### src/design/sdspi_pkg.sv
// ---------------------------------------------------------------------------
// sdspi_pkg: shared types and constants for the SD SPI command unit
// Beat layouts, config register indexes, status codes, phase codes and the
// byte-wide CRC7 update.
// ---------------------------------------------------------------------------
package sdspi_pkg;

  localparam int MAX_PAYLOAD_DEF = 512;

  localparam int IN_TDATA_W  = 64;
  localparam int OUT_TDATA_W = 32;
  localparam int CFG_ADDR_W  = 2;
  localparam int CFG_DATA_W  = 24;

  // config register indexes
  localparam logic [CFG_ADDR_W-1:0] REG_RESP_TIMEOUT  = 2'd0;
  localparam logic [CFG_ADDR_W-1:0] REG_READY_TIMEOUT = 2'd1;
  localparam logic [CFG_ADDR_W-1:0] REG_BLOCK_ADDR    = 2'd2;

  localparam logic [15:0] RESP_TIMEOUT_RST  = 16'd300;
  localparam logic [23:0] READY_TIMEOUT_RST = 24'd37500;

  // beat kind on the input side
  localparam logic CMD_START = 1'b0;
  localparam logic CMD_XFER  = 1'b1;

  // completion status
  localparam logic [1:0] ST_OK       = 2'd0;
  localparam logic [1:0] ST_NO_R1    = 2'd1;
  localparam logic [1:0] ST_NO_TOKEN = 2'd2;

  localparam logic [7:0] BYTE_IDLE   = 8'hFF;
  localparam logic [7:0] BYTE_TOKEN  = 8'hFE;
  localparam logic [1:0] CMD_PREFIX  = 2'b01;
  localparam logic [6:0] CRC7_POLY   = 7'h09;

  typedef enum logic [8:0] {
    PH_IDLE  = 9'b000000001,
    PH_PRE   = 9'b000000010,
    PH_SEL   = 9'b000000100,
    PH_SEND  = 9'b000001000,
    PH_R1    = 9'b000010000,
    PH_TOKEN = 9'b000100000,
    PH_DATA  = 9'b001000000,
    PH_CRC   = 9'b010000000,
    PH_READY = 9'b100000000
  } phase_t;

  typedef struct packed {
    logic        cmd;
    logic [5:0]  cmd_index;
    logic [31:0] cmd_arg;
    logic        is_block_cmd;
    logic        want_response;
    logic        framed_data;
    logic        wait_ready;
    logic [9:0]  payload_len;
    logic [7:0]  rx_byte;
  } item_t;

  typedef struct packed {
    logic [7:0] tx_byte;
    logic       tx_request;
    logic       chip_select_n;
    logic [7:0] data_byte;
    logic       data_valid;
    logic       data_last;
    logic       done_res;
    logic [1:0] status;
    logic [7:0] r1;
  } res_t;

  typedef struct packed {
    logic [15:0] response_timeout;
    logic [23:0] ready_timeout;
    logic        block_addressing;
  } cfg_t;

  // CRC7 advanced by one byte, MSB first
  function automatic logic [6:0] crc7_byte(input logic [6:0] crc_in, input logic [7:0] b);
    logic [6:0] c;
    logic       fb;
    c = crc_in;
    for (int i = 7; i >= 0; i--) begin
      fb = b[i] ^ c[6];
      c  = {c[5:0], 1'b0};
      if (fb) begin
        c = c ^ CRC7_POLY;
      end
    end
    return c;
  endfunction

endpackage

### src/design/sd_spi_command_transaction_unit.sv
// ---------------------------------------------------------------------------
// sd_spi_command_transaction_unit: SD card SPI-mode command engine
// Sequences one SD command per transaction over a byte-wide exchange port.
// ---------------------------------------------------------------------------
// Usage:
//   in_*  : one beat per event. tuser = 0 starts a transaction (command,
//           argument, flags in tdata); tuser = 1 reports the byte the card
//           returned in the exchange just finished (rx_byte).
//   out_* : exactly one beat per input beat: the next byte to exchange, its
//           chip select level, any payload byte (tuser[0], tlast on the last
//           one) and the completion flag with status and R1 (tuser[1]).
//   cfg_* : register writes, taken at any edge with cfg_we high; write only
//           while no transaction beat is outstanding.
// Each output beat is registered and appears in the cycle after its input beat
// is accepted; one beat per cycle is sustained while out_tready is high,
// limited only by the single output register. When out_tready is low the result
// holds, and one more beat is accepted only while the output register is empty.
// Reset returns the sequencer to idle and the config registers to their defaults.
// ---------------------------------------------------------------------------
module sd_spi_command_transaction_unit #(
  parameter int MAX_PAYLOAD = sdspi_pkg::MAX_PAYLOAD_DEF
) (
  input  logic                                 clk,
  input  logic                                 rst_n,
  // tdata: cmd_index[5:0], cmd_arg[37:6], is_block_cmd[38], want_response[39],
  //        framed_data[40], wait_ready[41], payload_len[51:42], rx_byte[59:52]
  input  logic [sdspi_pkg::IN_TDATA_W-1:0]     in_tdata,
  // tuser: cmd
  input  logic                                 in_tuser,
  input  logic                                 in_tvalid,
  output logic                                 in_tready,
  // tdata: tx_byte[7:0], tx_request[8], chip_select_n[9], data_byte[17:10],
  //        status[19:18], r1[27:20]
  output logic [sdspi_pkg::OUT_TDATA_W-1:0]    out_tdata,
  // tuser: data_valid[0], done_res[1]
  output logic [1:0]                           out_tuser,
  output logic                                 out_tlast,
  output logic                                 out_tvalid,
  input  logic                                 out_tready,
  input  logic                                 cfg_we,
  input  logic [sdspi_pkg::CFG_ADDR_W-1:0]     cfg_addr,
  input  logic [sdspi_pkg::CFG_DATA_W-1:0]     cfg_wdata
);

  sdspi_pkg::cfg_t  cfg_r;
  sdspi_pkg::item_t item;
  sdspi_pkg::res_t  res, res_r;
  logic             accept;
  logic             out_valid_r;

  assign in_tready = !out_valid_r || out_tready;
  assign accept    = in_tvalid && in_tready;

  assign item.cmd           = in_tuser;
  assign item.cmd_index     = in_tdata[5:0];
  assign item.cmd_arg       = in_tdata[37:6];
  assign item.is_block_cmd  = in_tdata[38];
  assign item.want_response = in_tdata[39];
  assign item.framed_data   = in_tdata[40];
  assign item.wait_ready    = in_tdata[41];
  assign item.payload_len   = in_tdata[51:42];
  assign item.rx_byte       = in_tdata[59:52];

  always_ff @(posedge clk) begin
    if (!rst_n) begin
      cfg_r.response_timeout <= sdspi_pkg::RESP_TIMEOUT_RST;
      cfg_r.ready_timeout    <= sdspi_pkg::READY_TIMEOUT_RST;
      cfg_r.block_addressing <= 1'b0;
    end else if (cfg_we) begin
      unique case (cfg_addr)
        sdspi_pkg::REG_RESP_TIMEOUT:  cfg_r.response_timeout <= cfg_wdata[15:0];
        sdspi_pkg::REG_READY_TIMEOUT: cfg_r.ready_timeout    <= cfg_wdata;
        sdspi_pkg::REG_BLOCK_ADDR:    cfg_r.block_addressing <= cfg_wdata[0];
        default: ;
      endcase
    end
  end

  sdspi_core #(
    .MAX_PAYLOAD(MAX_PAYLOAD)
  ) u_core (
    .clk    (clk),
    .rst_n  (rst_n),
    .accept (accept),
    .item   (item),
    .cfg    (cfg_r),
    .res    (res)
  );

  // output register: loads on every accepted beat
  always_ff @(posedge clk) begin
    if (!rst_n) begin
      out_valid_r <= 1'b0;
    end else if (accept) begin
      out_valid_r <= 1'b1;
    end else if (out_tready) begin
      out_valid_r <= 1'b0;
    end
  end

  always_ff @(posedge clk) begin
    if (accept) begin
      res_r <= res;
    end
  end

  assign out_tvalid = out_valid_r;
  assign out_tdata  = {4'd0, res_r.r1, res_r.status, res_r.data_byte,
                       res_r.chip_select_n, res_r.tx_request, res_r.tx_byte};
  assign out_tuser  = {res_r.done_res, res_r.data_valid};
  assign out_tlast  = res_r.data_last;

endmodule

### src/design/sdspi_core.sv
// ---------------------------------------------------------------------------
// sdspi_core: command sequencer for the SD SPI command unit
// Holds the transaction state and works out the result of each beat.
// ---------------------------------------------------------------------------
module sdspi_core #(
  parameter int MAX_PAYLOAD = sdspi_pkg::MAX_PAYLOAD_DEF
) (
  input  logic               clk,
  input  logic               rst_n,
  input  logic               accept,
  input  sdspi_pkg::item_t   item,
  input  sdspi_pkg::cfg_t    cfg,
  output sdspi_pkg::res_t    res
);

  localparam int LEN_W = $clog2(MAX_PAYLOAD + 1);
  localparam int CMP_W = (LEN_W > 10) ? LEN_W : 10;

  sdspi_pkg::phase_t phase_r, phase_nxt;
  logic [39:0]      shift_r, shift_nxt;
  logic [6:0]       crc_r, crc_nxt;
  logic [LEN_W-1:0] bc_r, bc_nxt;
  logic [LEN_W-1:0] len_r, len_nxt;
  logic [23:0]      poll_r, poll_nxt;
  logic [7:0]       r1_r, r1_nxt;
  logic             want_r, want_nxt;
  logic             data_r, data_nxt;
  logic             wait_r, wait_nxt;

  logic [23:0]      rto, yto;
  logic [LEN_W-1:0] bc_inc;
  logic [CMP_W-1:0] len_ext;
  logic [31:0]      arg_scaled;
  logic [7:0]       cmd_byte0;
  logic [7:0]       send_byte;
  sdspi_pkg::phase_t ap_tgt, pl_tgt, tgt;
  logic             do_enter;
  logic [1:0]       rel_st;

  // a zero timeout behaves as a single poll
  assign rto = (cfg.response_timeout == 16'd0) ? 24'd1 : {8'd0, cfg.response_timeout};
  assign yto = (cfg.ready_timeout == 24'd0) ? 24'd1 : cfg.ready_timeout;

  assign bc_inc     = bc_r + LEN_W'(1);
  assign len_ext    = CMP_W'(item.payload_len);
  assign arg_scaled = (item.is_block_cmd && !cfg.block_addressing) ?
                      {item.cmd_arg[22:0], 9'd0} : item.cmd_arg;
  assign cmd_byte0  = {sdspi_pkg::CMD_PREFIX, item.cmd_index};

  // where to go once the payload is done, and where a payload starts
  assign ap_tgt = data_r ? sdspi_pkg::PH_CRC : (wait_r ? sdspi_pkg::PH_READY : sdspi_pkg::PH_IDLE);
  assign pl_tgt = (len_r != '0) ? sdspi_pkg::PH_DATA : ap_tgt;

  always_comb begin
    case (bc_r[2:0])
      3'd1:    send_byte = shift_r[31:24];
      3'd2:    send_byte = shift_r[23:16];
      3'd3:    send_byte = shift_r[15:8];
      3'd4:    send_byte = shift_r[7:0];
      default: send_byte = shift_r[39:32];
    endcase
  end

  always_comb begin
    phase_nxt = phase_r;
    shift_nxt = shift_r;
    crc_nxt   = crc_r;
    bc_nxt    = bc_r;
    len_nxt   = len_r;
    poll_nxt  = poll_r;
    r1_nxt    = r1_r;
    want_nxt  = want_r;
    data_nxt  = data_r;
    wait_nxt  = wait_r;
    tgt       = sdspi_pkg::PH_IDLE;
    do_enter  = 1'b0;
    rel_st    = sdspi_pkg::ST_OK;

    res               = '0;
    res.tx_byte       = sdspi_pkg::BYTE_IDLE;
    res.chip_select_n = 1'b1;

    if (accept) begin
      if (item.cmd == sdspi_pkg::CMD_START) begin
        want_nxt  = item.want_response;
        data_nxt  = item.framed_data | item.is_block_cmd;
        wait_nxt  = item.wait_ready | item.is_block_cmd;
        len_nxt   = (len_ext > CMP_W'(MAX_PAYLOAD)) ? LEN_W'(MAX_PAYLOAD) : LEN_W'(len_ext);
        shift_nxt = {cmd_byte0, arg_scaled};
        // CRC is built one byte per beat as the command goes out
        crc_nxt   = sdspi_pkg::crc7_byte(7'd0, cmd_byte0);
        r1_nxt    = sdspi_pkg::BYTE_IDLE;
        bc_nxt    = '0;
        poll_nxt  = 24'd0;
        res.tx_request = 1'b1;
        phase_nxt = sdspi_pkg::PH_PRE;
      end else begin
        unique case (phase_r)
          sdspi_pkg::PH_PRE: begin
            res.tx_request    = 1'b1;
            res.chip_select_n = 1'b0;
            phase_nxt         = sdspi_pkg::PH_SEL;
          end
          sdspi_pkg::PH_SEL: begin
            res.tx_byte       = shift_r[39:32];
            res.tx_request    = 1'b1;
            res.chip_select_n = 1'b0;
            bc_nxt            = LEN_W'(1);
            phase_nxt         = sdspi_pkg::PH_SEND;
          end
          sdspi_pkg::PH_SEND: begin
            if (bc_r <= LEN_W'(4)) begin
              res.tx_byte       = send_byte;
              res.tx_request    = 1'b1;
              res.chip_select_n = 1'b0;
              crc_nxt           = sdspi_pkg::crc7_byte(crc_r, send_byte);
              bc_nxt            = bc_inc;
            end else if (bc_r == LEN_W'(5)) begin
              res.tx_byte       = {crc_r, 1'b1};
              res.tx_request    = 1'b1;
              res.chip_select_n = 1'b0;
              bc_nxt            = bc_inc;
            end else begin
              do_enter = 1'b1;
              tgt      = sdspi_pkg::PH_R1;
            end
          end
          sdspi_pkg::PH_R1: begin
            r1_nxt = item.rx_byte;
            if (!item.rx_byte[7]) begin
              do_enter = 1'b1;
              if (want_r) begin
                tgt = data_r ? sdspi_pkg::PH_TOKEN : pl_tgt;
              end else begin
                tgt = wait_r ? sdspi_pkg::PH_READY : sdspi_pkg::PH_IDLE;
              end
            end else if (poll_r < rto) begin
              res.tx_request    = 1'b1;
              res.chip_select_n = 1'b0;
              poll_nxt          = poll_r + 24'd1;
            end else begin
              do_enter = 1'b1;
              rel_st   = sdspi_pkg::ST_NO_R1;
            end
          end
          sdspi_pkg::PH_TOKEN: begin
            if (item.rx_byte == sdspi_pkg::BYTE_TOKEN) begin
              do_enter = 1'b1;
              tgt      = pl_tgt;
            end else if (poll_r < rto) begin
              res.tx_request    = 1'b1;
              res.chip_select_n = 1'b0;
              poll_nxt          = poll_r + 24'd1;
            end else begin
              do_enter = 1'b1;
              rel_st   = sdspi_pkg::ST_NO_TOKEN;
            end
          end
          sdspi_pkg::PH_DATA: begin
            bc_nxt         = bc_inc;
            res.data_byte  = item.rx_byte;
            res.data_valid = 1'b1;
            if (bc_inc >= len_r) begin
              res.data_last = 1'b1;
              do_enter      = 1'b1;
              tgt           = ap_tgt;
            end else begin
              res.tx_request    = 1'b1;
              res.chip_select_n = 1'b0;
            end
          end
          sdspi_pkg::PH_CRC: begin
            bc_nxt = bc_inc;
            if (bc_inc < LEN_W'(2)) begin
              res.tx_request    = 1'b1;
              res.chip_select_n = 1'b0;
            end else begin
              do_enter = 1'b1;
              tgt      = wait_r ? sdspi_pkg::PH_READY : sdspi_pkg::PH_IDLE;
            end
          end
          sdspi_pkg::PH_READY: begin
            if (item.rx_byte == sdspi_pkg::BYTE_IDLE || poll_r >= yto) begin
              do_enter = 1'b1;
            end else begin
              res.tx_request    = 1'b1;
              res.chip_select_n = 1'b0;
              poll_nxt          = poll_r + 24'd1;
            end
          end
          default: begin
            phase_nxt = sdspi_pkg::PH_IDLE;
          end
        endcase

        // common entry into the next phase, or release of chip select
        if (do_enter) begin
          phase_nxt = tgt;
          if (tgt == sdspi_pkg::PH_IDLE) begin
            res.done_res = 1'b1;
            res.status   = rel_st;
            res.r1       = r1_nxt;
          end else begin
            res.tx_request    = 1'b1;
            res.chip_select_n = 1'b0;
            if (tgt == sdspi_pkg::PH_DATA || tgt == sdspi_pkg::PH_CRC) begin
              bc_nxt = '0;
            end else begin
              poll_nxt = 24'd1;
            end
          end
        end
      end
    end
  end

  always_ff @(posedge clk) begin
    if (!rst_n) begin
      phase_r <= sdspi_pkg::PH_IDLE;
    end else begin
      phase_r <= phase_nxt;
    end
  end

  always_ff @(posedge clk) begin
    shift_r <= shift_nxt;
    crc_r   <= crc_nxt;
    bc_r    <= bc_nxt;
    len_r   <= len_nxt;
    poll_r  <= poll_nxt;
    r1_r    <= r1_nxt;
    want_r  <= want_nxt;
    data_r  <= data_nxt;
    wait_r  <= wait_nxt;
  end

endmodule
### config.mk
export PLATFORM = sky130hd
export DESIGN_NAME = sd_spi_command_transaction_unit
export DESIGN_NICKNAME = d
export VERILOG_FILES = /design/src/design/sdspi_pkg.sv /design/src/design/sd_spi_command_transaction_unit.sv /design/src/design/sdspi_core.sv
export SDC_FILE = /design/constraint.sdc
export NUM_CORES = 1
export LEC_CHECK = 0
export ABC_AREA = 1
export BUFFER_PORTS_ARGS = -buffer_cell sky130_fd_sc_hd__buf_2
export CORE_ASPECT_RATIO = 2
export CORE_MARGIN = 5
export CORE_UTILIZATION = 55
export DETAILED_ROUTE_END_ITERATION = 6
export PLACE_DENSITY_LB_ADDON = 0.15
export SLEW_MARGIN = 40
export SYNTH_ARGS = -nofsm -noshare
export SYNTH_HDL_FRONTEND = slang
export SYNTH_SLANG_ARGS = --single-unit
export TNS_END_PERCENT = 20
### constraint.sdc
create_clock -name clk -period 11.15 [get_ports clk]
set_clock_uncertainty 0.1 [all_clocks]
set_input_delay 1.6725 -clock clk [delete_from_list [all_inputs] [get_ports clk]]
set_output_delay 1.6725 -clock clk [all_outputs]
set_load 0.01 [all_outputs]
==> results.txt, run 1 <==
* Result of the run: complete, no violations
* Fin area: 12100 um2
- After clock tree synthesis, the repair step resized 0 gates.
- For this design the ratio of total power to cell area is 133 nW/um2.
* Number of post-CTS setup repair buffers: 0
* Nature of the critical path startpoint: flip-flop
- Worst path required time: 11.25 ns
- Wire length of the first global-routing pass: 43800 um
- After detailed routing, the number of remaining DRC violations is 0.
- Gate count of the mapped netlist: 1323
* Post-route fraction of the period consumed by the critical path: 37.0%
- The via count of the first global-routing pass is 9170.
- Final-layout worst hold slack: 0.371 ns
* Max VDD drop: 88.0 uV
- The root buffer cell chosen for the clock tree is sky130_fd_sc_hd__clkbuf_16.
* Aggregate global-route resource usage: 24.8%
* Number of antenna violations at the first check in global routing: 1
- Sequential elements use 46.1% of the synthesized area.
- The count of cells in the finished layout, fillers not included, comes to 1710.
- Gp weighted congestion: 0.906
- The die covers 22600 um2.
- At the pin with the least slew margin, the transition time is 0.826 ns.
- The number of hold buffers added after CTS was 0.
- Count of vias placed by the detailed router: 9182
- The share of total power dissipated in the clock network is 35.6%.
- The cell area that synthesis handed to floorplanning was 10700 um2.
- Hold WC Path Type: reg -> reg
* Number of DRC violations after detailed-routing iteration 0: 505
- Synthesis-stage register bit count: 182
- Global-route congestion overflow total: 0
* Die Wd: 109 um
- Input/output buffers: 124
* Clock tree from TritonCTS: yes
- Max incr delay on CP: 0.73 ns
- Count of max-cap constraint violations: 0
- Dominant register cell in the synthesized netlist: sky130_fd_sc_hd__edfxtp_1
* Post-Place Worst Slack: 7.02 ns
- The critical path is of the reg -> reg type.
* Combinational Power Share: 15.0%
- Among cell families on the critical path, the largest total delay comes from simple AND/OR/NAND/NOR gates.
- Final-report hold violation count: 0
* Total number of clock tree sinks: 182
* Later-pin clock latency in the skew report: 0.44 ns
- Count of standard-cell rows: 72
- Fraction of layout cells with a size suffix above 1: 14.1%
- Sw Pwr: 464 uW
* Crit path arrival time: 4.22 ns
- For this run, the number of Yosys warnings is 0.
* Number of nets at the end of the flow: 1589
- Setup violations remaining at the end of the flow were counted as 0.
- The first detailed-routing pass ran for 5 iterations.
- Clock transition time at the flip-flop clock pins of the worst setup and hold paths: 0.08 ns
- Worst path setup slack after routing: 7.03 ns
- Entering global routing, the biggest net connects 83 pins.
- The clock passes through at most 2 buffers.
* Crit path capture type: flip-flop
- Net switching is 28.7% of the power.
- The synthesized design contains 131 enable-type register cells.
- Compared with the post-synthesis result, the final layout area differs by 12.9%.
* Die H: 208 um
- Synthesized area per cell: 8.12 um2
- After detailed routing, the total wire length is 27300 um.
- Summing all placed instances gives a cell area of 11600 um2.
* Utilization after layout: 62.9%
* Total buffers and inverters traversed by the critical path: 3
- Dividing the detail-routed via count by the number of cells gives 5.37.
* Placed insts: 1678
* Top-Level Pins: 133
* Max-Slew Margin vs Limit: 44.4%
* Cell type of the slowest stage on the worst timing path: sky130_fd_sc_hd__nor4_1
- Count of distinct cell types in the synthesized netlist: 55
* Average detailed-routed wire length per instance: 16.0 um
- In this run the worst path has a maximum fanout of 20.
- The initial utilization of the core area, before any placement, comes to 55.8%.
- Static timing analysis puts the maximum clock frequency at 243 MHz.
- The number of clock buffers added by TritonCTS is 17.
- The H-tree generated during clock tree synthesis spans 4 levels.
- Unrepaired setup endpoints after global routing: no
* Final period demand of the worst path: 4.12 ns
- The final number of max-transition violations was 0.
* Total power consumption of the routed design: 1.62 mW
- Fraction of registers with async set/reset: 0%
- Standby leakage power: 5.34 nW
- The number of antenna diodes in the final layout is 0.
* Most used cell along the critical path: sky130_fd_sc_hd__nand2_1
- Adding up every negative setup slack in the final design gives 0 ns.
- Cell-internal power: 1.15 mW
- Post-route ant nets: 0
- In this run the standard cell core region covers 19300 um2.
* Sequential share of power: 49.4%
- Traced cell by cell, the critical path runs through nor4_1 -> nand4_1 -> o41ai_1 -> ha_1 -> inv_1 -> a21oi_1 -> o21ai_0 -> nand2_1 -> nand3_1 -> nand2_1 -> nand4_1 -> nand2_1 -> inv_1 -> nor3_1 -> nand2_1 -> nand2_1 -> nand2_1 -> nand2_1 -> inv_1.
- Summed over all nets, the half-perimeter wirelength after detailed placement is 21100 um.
-- sequential cells by signal, indices dropped and copies added (netlist names) --
name,count
out_tlast,1
out_tuser,2
u_core.bc_r,10
out_tdata,28
cfg_r,41
u_core.phase_r,9
out_tvalid,1
u_core.crc_r,7
u_core.shift_r,38
u_core.want_r,1
u_core.len_r,10
u_core.data_r,1
u_core.r1_r,8
u_core.wait_r,1
u_core.poll_r,24
-- power groups by stage --
stage | sequential, mW | combinational [mW] | clock (mW)
floorplan | 0.805 | 0.170 | 0
global placement | 0.812 | 0.236 | 0
detailed placement | 0.813 | 0.242 | 0
CTS | 0.798 | 0.244 | 0.586
global route | 0.801 | 0.276 | 0.610
finish | 0.798 | 0.243 | 0.575
-- path summary, 6_finish.rpt --
check                                             from                               to  slack [ns]  cells after the start
worst min-delay path             cfg_r[0]$_SDFFE_PN0P_            cfg_r[0]$_SDFFE_PN0P_        0.37                      2
worst min register to register   cfg_r[0]$_SDFFE_PN0P_            cfg_r[0]$_SDFFE_PN0P_        0.37                      2
worst max-delay path            cfg_r[20]$_SDFFE_PN0P_  u_core.poll_r[22]$_SDFFCE_PN0P_        7.03                     19
worst max register to register  cfg_r[20]$_SDFFE_PN0P_  u_core.poll_r[22]$_SDFFCE_PN0P_        7.03                     19
-- synthesized netlist by cell type (3+ instances only) --
| library cell | n | area share, % |
|---|---|---|
| sky130_fd_sc_hd__a21oi_1 | 103 | 4.8 |
| sky130_fd_sc_hd__a221oi_1 | 3 | 0.24 |
| sky130_fd_sc_hd__a32oi_1 | 3 | 0.24 |
| sky130_fd_sc_hd__buf_2 | 8 | 0.37 |
| sky130_fd_sc_hd__buf_4 | 5 | 0.35 |
| sky130_fd_sc_hd__buf_6 | 3 | 0.31 |
| sky130_fd_sc_hd__clkbuf_1 | 19 | 0.66 |
| sky130_fd_sc_hd__dfxtp_1 | 51 | 9.5 |
| sky130_fd_sc_hd__edfxtp_1 | 131 | 37 |
| sky130_fd_sc_hd__ha_1 | 55 | 6.4 |
| sky130_fd_sc_hd__inv_1 | 192 | 6.7 |
| sky130_fd_sc_hd__inv_2 | 10 | 0.35 |
| sky130_fd_sc_hd__nand2_1 | 306 | 11 |
| sky130_fd_sc_hd__nand3_1 | 58 | 2.7 |
| sky130_fd_sc_hd__nand3b_1 | 4 | 0.28 |
| sky130_fd_sc_hd__nand4_1 | 28 | 1.6 |
| sky130_fd_sc_hd__nor2_1 | 131 | 4.6 |
| sky130_fd_sc_hd__nor2_2 | 7 | 0.41 |
| sky130_fd_sc_hd__nor3_1 | 19 | 0.88 |
| sky130_fd_sc_hd__nor3_2 | 3 | 0.28 |
| sky130_fd_sc_hd__nor4_1 | 14 | 0.81 |
| sky130_fd_sc_hd__o2111ai_1 | 5 | 0.41 |
| sky130_fd_sc_hd__o211ai_1 | 24 | 1.7 |
| sky130_fd_sc_hd__o21ai_0 | 68 | 3.2 |
| sky130_fd_sc_hd__o21ai_1 | 5 | 0.23 |
| sky130_fd_sc_hd__or2_2 | 7 | 0.41 |
| sky130_fd_sc_hd__xnor2_1 | 12 | 0.98 |
| sky130_fd_sc_hd__xor2_1 | 14 | 1.1 |
-- cells in the final DEF, fill, tap and decap left out, types with 5 or more instances in the layout --
| cell | n |
|---|---|
| sky130_fd_sc_hd__o2111ai_1 | 5 |
| sky130_fd_sc_hd__o21ai_0 | 67 |
| sky130_fd_sc_hd__or2_2 | 7 |
| sky130_fd_sc_hd__inv_2 | 10 |
| sky130_fd_sc_hd__edfxtp_1 | 131 |
| sky130_fd_sc_hd__nand2_1 | 306 |
| sky130_fd_sc_hd__o211ai_1 | 24 |
| sky130_fd_sc_hd__nor2_1 | 130 |
| sky130_fd_sc_hd__nor3_1 | 19 |
| sky130_fd_sc_hd__clkbuf_16 | 17 |
| sky130_fd_sc_hd__ha_1 | 55 |
| sky130_fd_sc_hd__buf_4 | 5 |
| sky130_fd_sc_hd__buf_2 | 124 |
| sky130_fd_sc_hd__nand3_1 | 57 |
| sky130_fd_sc_hd__dfxtp_1 | 51 |
| sky130_fd_sc_hd__a21oi_1 | 103 |
| sky130_fd_sc_hd__nor4_1 | 14 |
| sky130_fd_sc_hd__nor2_2 | 7 |
| sky130_fd_sc_hd__nand4_1 | 28 |
| sky130_fd_sc_hd__o21ai_1 | 6 |
| sky130_fd_sc_hd__inv_1 | 191 |
| sky130_fd_sc_hd__xor2_1 | 14 |
| sky130_fd_sc_hd__xnor2_1 | 12 |
-- layout make-up --
cell class / count / area [um2]
Clock buffer: 17 / 425
Clock inverter: 15 / 141
Fill cell: 1830 / 7150
Inverter: 202 / 759
Multi-Input combinational cell: 905 / 4860
Sequential cell: 182 / 4950
Tap cell: 259 / 324
Timing Repair Buffer: 130 / 669
-- worst register-to-register path: cells and delay by family, from the launching register on --
kind                     cells  cell delay, ns
AO/OA/AOI/OAI                3            0.50
adder cells (fa/ha/maj)      1            0.21
AND/OR/NAND/NOR             12            2.61
buffers and inverters        3            0.15
flip-flops                   1            0.31
-- cell families after synthesis --
logic type | after synthesis | share of synthesized area (%)
simple gates | 592 | 24.2
buf+inv | 239 | 8.93
compound gates | 225 | 11.8
flops | 182 | 46.1
fa+ha+maj | 55 | 6.40
xor+xnor | 28 | 2.42
other cells | 1 | 0.0349
mux | 1 | 0.0931
-- per-layer routing --
metal	wire length, um	track usage (%)	vias up
li1	-	-	4647
met1	9300	23.4	4256
met2	15800	48.7	192
met3	683	2.80	85
met4	1550	14.5	2
met5	14	0	-
(Power assumes the default switching activity.)
==> run 2: changes to the inputs <==
- CORE_UTILIZATION: 55 -> 53
- clock period: 11.15 -> 3.4 ns (I/O delays scaled with it)
==> results.txt, run 2 (synthesized netlist as in run 1, its figures left out) <==
- Top-Level Pins: 133
* Slew at the pin closest to its max-slew limit: 0.775 ns
* Initial core utilization: 54.0%
- Launching point of the worst reg2reg path: u_core.bc_r[0]$_SDFFCE_PN0P_
- The total overflow left after global routing is 0.
- Worst hold path cell count: 1
* Per-cell via count in the routed design: 5.41
* End point of the most critical hold path: u_core.want_r$_DFFE_PP_
* Largest net degree at the start of global routing: 66
- Hold WC Path Type: in -> reg
- DRC: 0
- Clock transition time at the flip-flop clock pins of the worst setup and hold paths: 0.07 ns
- Post-Place Worst Slack: 0.0495 ns
- The top cell types in the final layout, fill and taps aside, are 298 x sky130_fd_sc_hd__nand2_1, 185 x sky130_fd_sc_hd__inv_1, 131 x sky130_fd_sc_hd__edfxtp_1.
- Number of antenna violations at the first check in global routing: 2
- Switching share of power: 27.9%
- Post-route ant nets: 0
- Area inside the core boundary: 19900 um2
* Worst Setup SP: u_core.bc_r[0]$_SDFFCE_PN0P_
* Worst path required time: 3.50 ns
- Max reg flops: 41
- Port buffering added 124 buffers.
* Aggregate global-route resource usage: 24.7%
- For the worst-skew pair, the clock arrives at the later sink with an insertion delay of 0.44 ns.
* Unrepaired setup endpoints after global routing: yes
- Maximum fanout along the worst path: 7
- For this design the ratio of total power to cell area is 443 nW/um2.
- Across the VDD grid, the largest voltage drop is 353 uV.
* Clock H-tree levels: 4
- Placement Cell Area: 11700 um2
- The floorplan step set the die height to 211 um.
* Max frequency: 297 MHz
- The worst setup path is captured at a flip-flop.
* Cell-internal power: 4.03 mW
- The first global-routing pass estimated 46200 um of wire.
* Total power consumption of the routed design: 5.59 mW
- Combinational Power Share: 15.6%
* CTS root buf: sky130_fd_sc_hd__clkbuf_16
- Summed over all failing endpoints, the final setup total negative slack is 0 ns.
* Count of vias placed by the detailed router: 9433
- For this run, the number of standard cells in the final layout without fillers is 1744.
- With fillers left out, the area of the finished cells amounts to 12600 um2.
* Critical path start-end classification: reg -> reg
- Count of final setup violators: 0
* Placed insts: 1697
- Capturing point of the worst reg2reg path: u_core.poll_r[23]$_SDFFCE_PN0P_
- Post-route fraction of the period consumed by the critical path: 98.9%
* Fraction of layout cells with a size suffix above 1: 17.8%
* Max clock buf depth: 2
- Sequential share of power: 46.8%
- Final period demand of the worst path: 3.36 ns
* Count of standard-cell rows: 73
- TritonCTS created 17 clock buffers.
* Quantity of hold-fixing buffers added after cts: 0
- After the last flow step, the layout net total stands at 1617.
- The first TritonRoute pass finished after 5 iterations.
- The via count of the first global-routing pass came to 9515.
- Growth of design area from synthesis to finish: 17.2%
* Crit path arrival time: 3.46 ns
- Full die area: 23400 um2
- Result of the run: complete, no violations
- Gp weighted congestion: 0.894
* Worst reg2reg path depth: 18
* Die Wd: 111 um
- The final number of max-transition violations was 0.
- Worst reg2reg setup slack: 0.04 ns
- Standby leakage power: 5.53 nW
* Sw Pwr: 1.56 mW
* Average detailed-routed wire length per instance: 17.0 um
* Utilization after layout: 63.3%
* Final-report hold violation count: 0
- The startpoint identified for the worst hold timing path is in_tdata[39].
- Most frequent standard cell in the layout excluding fill and tap cells: sky130_fd_sc_hd__nand2_1
* Estimated wirelength of the detail-placed design: 22600 um
- Largest reg by FF count: cfg_r
- Max-Slew Margin vs Limit: 48.0%
- TritonCTS built the clock tree.
- Total Routed Length: 29600 um
- Total number of clock tree sinks: 182
- STA classifies the critical path startpoint as a flip-flop.
- Final-layout worst hold slack: 0.143 ns
* Number of DRC violations after detailed-routing iteration 0: 615
- Worst path setup slack after routing: 0.0376 ns
* Clk network pwr share: 37.6%
* Count of max-cap constraint violations: 0
==> run 2: layer usage <==
| layer | up-vias | part of all wire (%) | GRT usage, % |
|---|---|---|---|
| met5 | - | 0 | 0 |
| met4 | 0 | 6.4 | 15.9 |
| met3 | 99 | 3.1 | 3.49 |
| met2 | 260 | 58 | 49.4 |
| met1 | 4375 | 33 | 22.7 |
| li1 | 4699 | - | - |
==> run 2: repair_timing <==
action | 4_1_cts | 5_1_grt
hold endpoints to repair | 0 | 0
gates resized for setup | 0 | 46
buffers inserted | 0 | 12
setup endpoints to repair | 0 | 56
==> run 2: power groups by stage <==
stage	Combinational, mW	Clock, mW	Sequential, mW
after detailed placement	0.826	0	2.66
final	0.869	2.10	2.62
after CTS	0.833	2.12	2.61
after floorplan	0.559	0	2.64
after global routing	0.974	2.21	2.63
after global placement	0.804	0	2.66
==> run 2: worst max path at each step <==
stage                                       to  slack (ns)  depth (start not counted)
2_1_floorplan        u_core.crc_r[0]$_DFFE_PP_        0.29                          6
3_3_place_gp       out_tdata[26]$_SDFFCE_PN0P_        0.15                         20
3_5_place_dp       out_tdata[26]$_SDFFCE_PN0P_        0.05                         21
4_1_cts            out_tdata[26]$_SDFFCE_PN0P_        0.04                         21
5_1_grt        u_core.poll_r[22]$_SDFFCE_PN0P_       -0.16                         20
6_report       u_core.poll_r[23]$_SDFFCE_PN0P_        0.04                         18
==> run 2: critical path, cell delays in order (launching register included) <==
cell	delay (ns)
sky130_fd_sc_hd__edfxtp_1	0.48
sky130_fd_sc_hd__inv_2	0.09
sky130_fd_sc_hd__nor3_4	0.27
sky130_fd_sc_hd__nand3_2	0.15
sky130_fd_sc_hd__nor2_4	0.14
sky130_fd_sc_hd__xor2_2	0.17
sky130_fd_sc_hd__inv_2	0.08
sky130_fd_sc_hd__ha_4	0.24
sky130_fd_sc_hd__a21oi_2	0.15
sky130_fd_sc_hd__o21a_1	0.13
sky130_fd_sc_hd__nand4_1	0.19
sky130_fd_sc_hd__nand2_2	0.16
sky130_fd_sc_hd__a21oi_1	0.07
sky130_fd_sc_hd__nor2_1	0.17
sky130_fd_sc_hd__nand3_1	0.16
sky130_fd_sc_hd__nand2_2	0.14
sky130_fd_sc_hd__inv_2	0.09
sky130_fd_sc_hd__nand2_1	0.08
sky130_fd_sc_hd__inv_1	0.04
==> run 2: layout make-up <==
cell class	instances	area (um2)
antenna	3	7.51
clock buffer	18	429
clock inverter	14	190
fill	1852	7310
inverter	202	762
multi-input combinational	905	5010
sequential	182	4950
tap	262	328
timing repair buffer	158	920
==> run 3: changes to the inputs <==
- SETUP_SLACK_MARGIN: default -> 0.1
==> results.txt, run 3 (synthesized netlist as in run 1, its figures left out) <==
- Dividing total power by cell area gives a power density of 442 nW/um2.
- Placement Cell Area: 11700 um2
* Crit path capture type: flip-flop
- The kind of cell with the highest combined delay along the critical path is simple AND/OR/NAND/NOR gates.
- Number of DRC violations after detailed-routing iteration 0: 589
- The worst register-to-register path has a depth of 18.
- Total Routed Length: 29600 um
- Hold WC Path Type: in -> reg
* Top-Level Pins: 133
- In the final layout, the share of cells above drive strength 1 is 18.3%.
- Summing all flip-flop and latch instances after layout gives 4960 um2.
* Count of standard-cell rows: 73
- End point of the most critical hold path: u_core.want_r$_DFFE_PP_
- The first detailed-routing pass took 5 iterations.
- Nature of the critical path startpoint: flip-flop
- Counting instances, the worst hold path has a depth of 1.
- Maximum fanout along the worst path: 8
- Quantity of hold-fixing buffers added after cts: 0
- The core region is 19900 um2.
* Max VDD drop: 353 uV
* Total buffers and inverters traversed by the critical path: 3
- Count of max-cap constraint violations: 0
- Total number of clock tree sinks: 182
* Growth of design area from synthesis to finish: 17.7%
- Signal routing reaches up to met4.
- The critical path crosses 18 cells after its start point.
- Once the floorplan was initialized, standard cells occupied 54.0% of the core.
- Number of buffers created by CTS: 17
- Non-filler cells in the finished layout: 1746
- For this block, wires on met1 add up to 9850 um.
* Cell type of the slowest stage on the worst timing path: sky130_fd_sc_hd__edfxtp_1
- Setup repair after global routing could not meet its margin everywhere.
- The final number of max-transition violations is 0.
- Critical path start-end classification: reg -> reg
- Number of fill cells: 1845
* Result of the run: complete, no violations
- DRC: 0
- Launching point of the worst reg2reg path: u_core.bc_r[1]$_SDFFCE_PN0P_
- For this run, the post-layout net count is 1620.
- Across every metal layer, demand over resource in global routing totals 24.8%.
- Via count of the first global-routing pass: 9517
- The die is 211 um tall.
* Later-pin clock latency in the skew report: 0.44 ns
- Crit path arrival time: 3.51 ns
- Wire length of the first global-routing pass: 46200 um
- The signal on the critical path passes through inv_2 -> nor3_4 -> nand3_1 -> xor2_2 -> ha_1 -> a21oi_1 -> o21a_1 -> nand4_1 -> nand2_2 -> nand3_1 -> inv_1 -> nand2_2 -> nor2_4 -> nand3_4 -> nand2_4 -> inv_2 -> nor2_1 -> nor2_1.
- The analysis attributes to cell leakage a power of 5.54 nW.
- Post-route fraction of the period consumed by the critical path: 96.4%
- At the end of the flow the core is filled with cells to 63.5%.
- Max incr delay on CP: 0.48 ns
- Largest net degree at the start of global routing: 66
- Clock H-tree levels: 4
* Met3 wire len: 819 um
* Per-cell via count in the routed design: 5.41
- For this run the aggregate overflow at the end of global routing stands at 0.
- Worst reg2reg setup slack: 0.12 ns
- The library cells used most frequently in the layout, excluding fill and tap cells, are 299 x sky130_fd_sc_hd__nand2_1, 184 x sky130_fd_sc_hd__inv_1, 131 x sky130_fd_sc_hd__edfxtp_1.
* Number of antenna violations at the first check in global routing: 2
- Placed insts: 1697
- Input/output buffers: 124
- After detailed routing, the average wire length per cell comes to 16.9 um.
* Max-Slew Margin vs Limit: 48.3%
- Max frequency: 305 MHz
- TritonCTS built the clock tree.
- Data on the critical path is required at its endpoint by 3.63 ns.
* Count of vias placed by the detailed router: 9452
* Max reg flops: 41
* Die Wd: 111 um
- Counting flops per register, the top entry is cfg_r.
* Gp weighted congestion: 0.894
- After clock tree synthesis, the clock-pin slew on the worst setup and hold paths is 0.07 ns.
- The library cell used most frequently in the layout, excluding fill and tap cells, is sky130_fd_sc_hd__nand2_1.
* Total power consumption of the routed design: 5.60 mW
- Setup violations remaining at the end of the flow were counted as 0.
* Estimated wirelength of the detail-placed design: 22600 um
- Post-route ant nets: 0
- The floorplan step defined a die boundary enclosing 23400 um2.
* Combined area of the multi-input logic cells: 5040 um2
- Capturing point of the worst reg2reg path: u_core.phase_r[3]$_SDFFE_PN0P_
- Fin area: 12700 um2
- The final number of hold-violating endpoints was 0.
- CTS root buf: sky130_fd_sc_hd__clkbuf_16
- Hold path startpoint: in_tdata[39]
- Max clock buf depth: 2
- In the detailed route, the total length drawn on met2 is 17000 um.
- Slew at the pin closest to its max-slew limit: 0.770 ns
* Final period demand of the worst path: 3.28 ns
[run 3: how the worst max path moves through the flow]
stage,startpoint,slack [ns],endpoint
after floorplan,out_tready,0.29,u_core.crc_r[0]$_DFFE_PP_
after global placement,u_core.bc_r[0]$_SDFFCE_PN0P_,0.15,out_tdata[26]$_SDFFCE_PN0P_
after detailed placement,u_core.bc_r[0]$_SDFFCE_PN0P_,0.05,out_tdata[26]$_SDFFCE_PN0P_
after CTS,cfg_r[16]$_SDFFE_PN1P_,0.11,u_core.poll_r[21]$_SDFFCE_PN0P_
after global routing,cfg_r[19]$_SDFFE_PN0P_,-0.12,u_core.poll_r[22]$_SDFFCE_PN0P_
final,u_core.bc_r[1]$_SDFFCE_PN0P_,0.12,u_core.phase_r[3]$_SDFFE_PN0P_
[run 3: where the power goes]
part | leakage, nW | switching (mW) | internal [mW]
clock network | 0.300 | 0.921 | 1.18
logic | 3.59 | 0.545 | 0.330
registers | 1.66 | 0.0968 | 2.52
total | 5.54 | 1.56 | 4.03
[run 3: layer usage]
metal,vias up,GRT usage [%]
met5,-,0
met4,0,15.8
met3,102,3.46
met2,232,49.6
met1,4420,22.7
li1,4698,-
[run 3: per-stage QoR]
step | hold WS [ns] | setup WS, ns | setup TNS (ns)
4_1_cts | 0.133 | 0.106 | 0
2_1_floorplan | 0.324 | 0.286 | 0
3_5_place_dp | 0.374 | 0.0495 | 0
6_report | 0.143 | 0.124 | 0
5_1_grt | 0.133 | -0.122 | -1.56
3_3_place_gp | 0.365 | 0.151 | 0
[run 3: layout make-up]
cell class	count	share of cell area (%)
Antenna cell	2	0.0396
Clock buffer	18	3.39
Timing Repair Buffer	161	7.42
Multi-Input combinational cell	905	39.9
Inverter	202	6.02
Clock inverter	14	1.50
Tap cell	262	2.59
Sequential cell	182	39.2
[run 3: worst reg2reg max path, cell delays in order (launching register included)]
cell,delay [ns]
sky130_fd_sc_hd__edfxtp_1,0.48
sky130_fd_sc_hd__inv_2,0.11
sky130_fd_sc_hd__nor3_4,0.26
sky130_fd_sc_hd__nand3_1,0.15
sky130_fd_sc_hd__xor2_2,0.23
sky130_fd_sc_hd__ha_1,0.31
sky130_fd_sc_hd__a21oi_1,0.19
sky130_fd_sc_hd__o21a_1,0.15
sky130_fd_sc_hd__nand4_1,0.19
sky130_fd_sc_hd__nand2_2,0.16
sky130_fd_sc_hd__nand3_1,0.09
sky130_fd_sc_hd__inv_1,0.07
sky130_fd_sc_hd__nand2_2,0.07
sky130_fd_sc_hd__nor2_4,0.13
sky130_fd_sc_hd__nand3_4,0.14
sky130_fd_sc_hd__nand2_4,0.14
sky130_fd_sc_hd__inv_2,0.06
sky130_fd_sc_hd__nor2_1,0.10
sky130_fd_sc_hd__nor2_1,0.05
[run 3: repair_timing]
item | CTS | global route
pin swaps | 6 | 23
endpoints found under the setup margin | 35 | 56
resized for setup | 7 | 45
setup buffers | 3 | 12
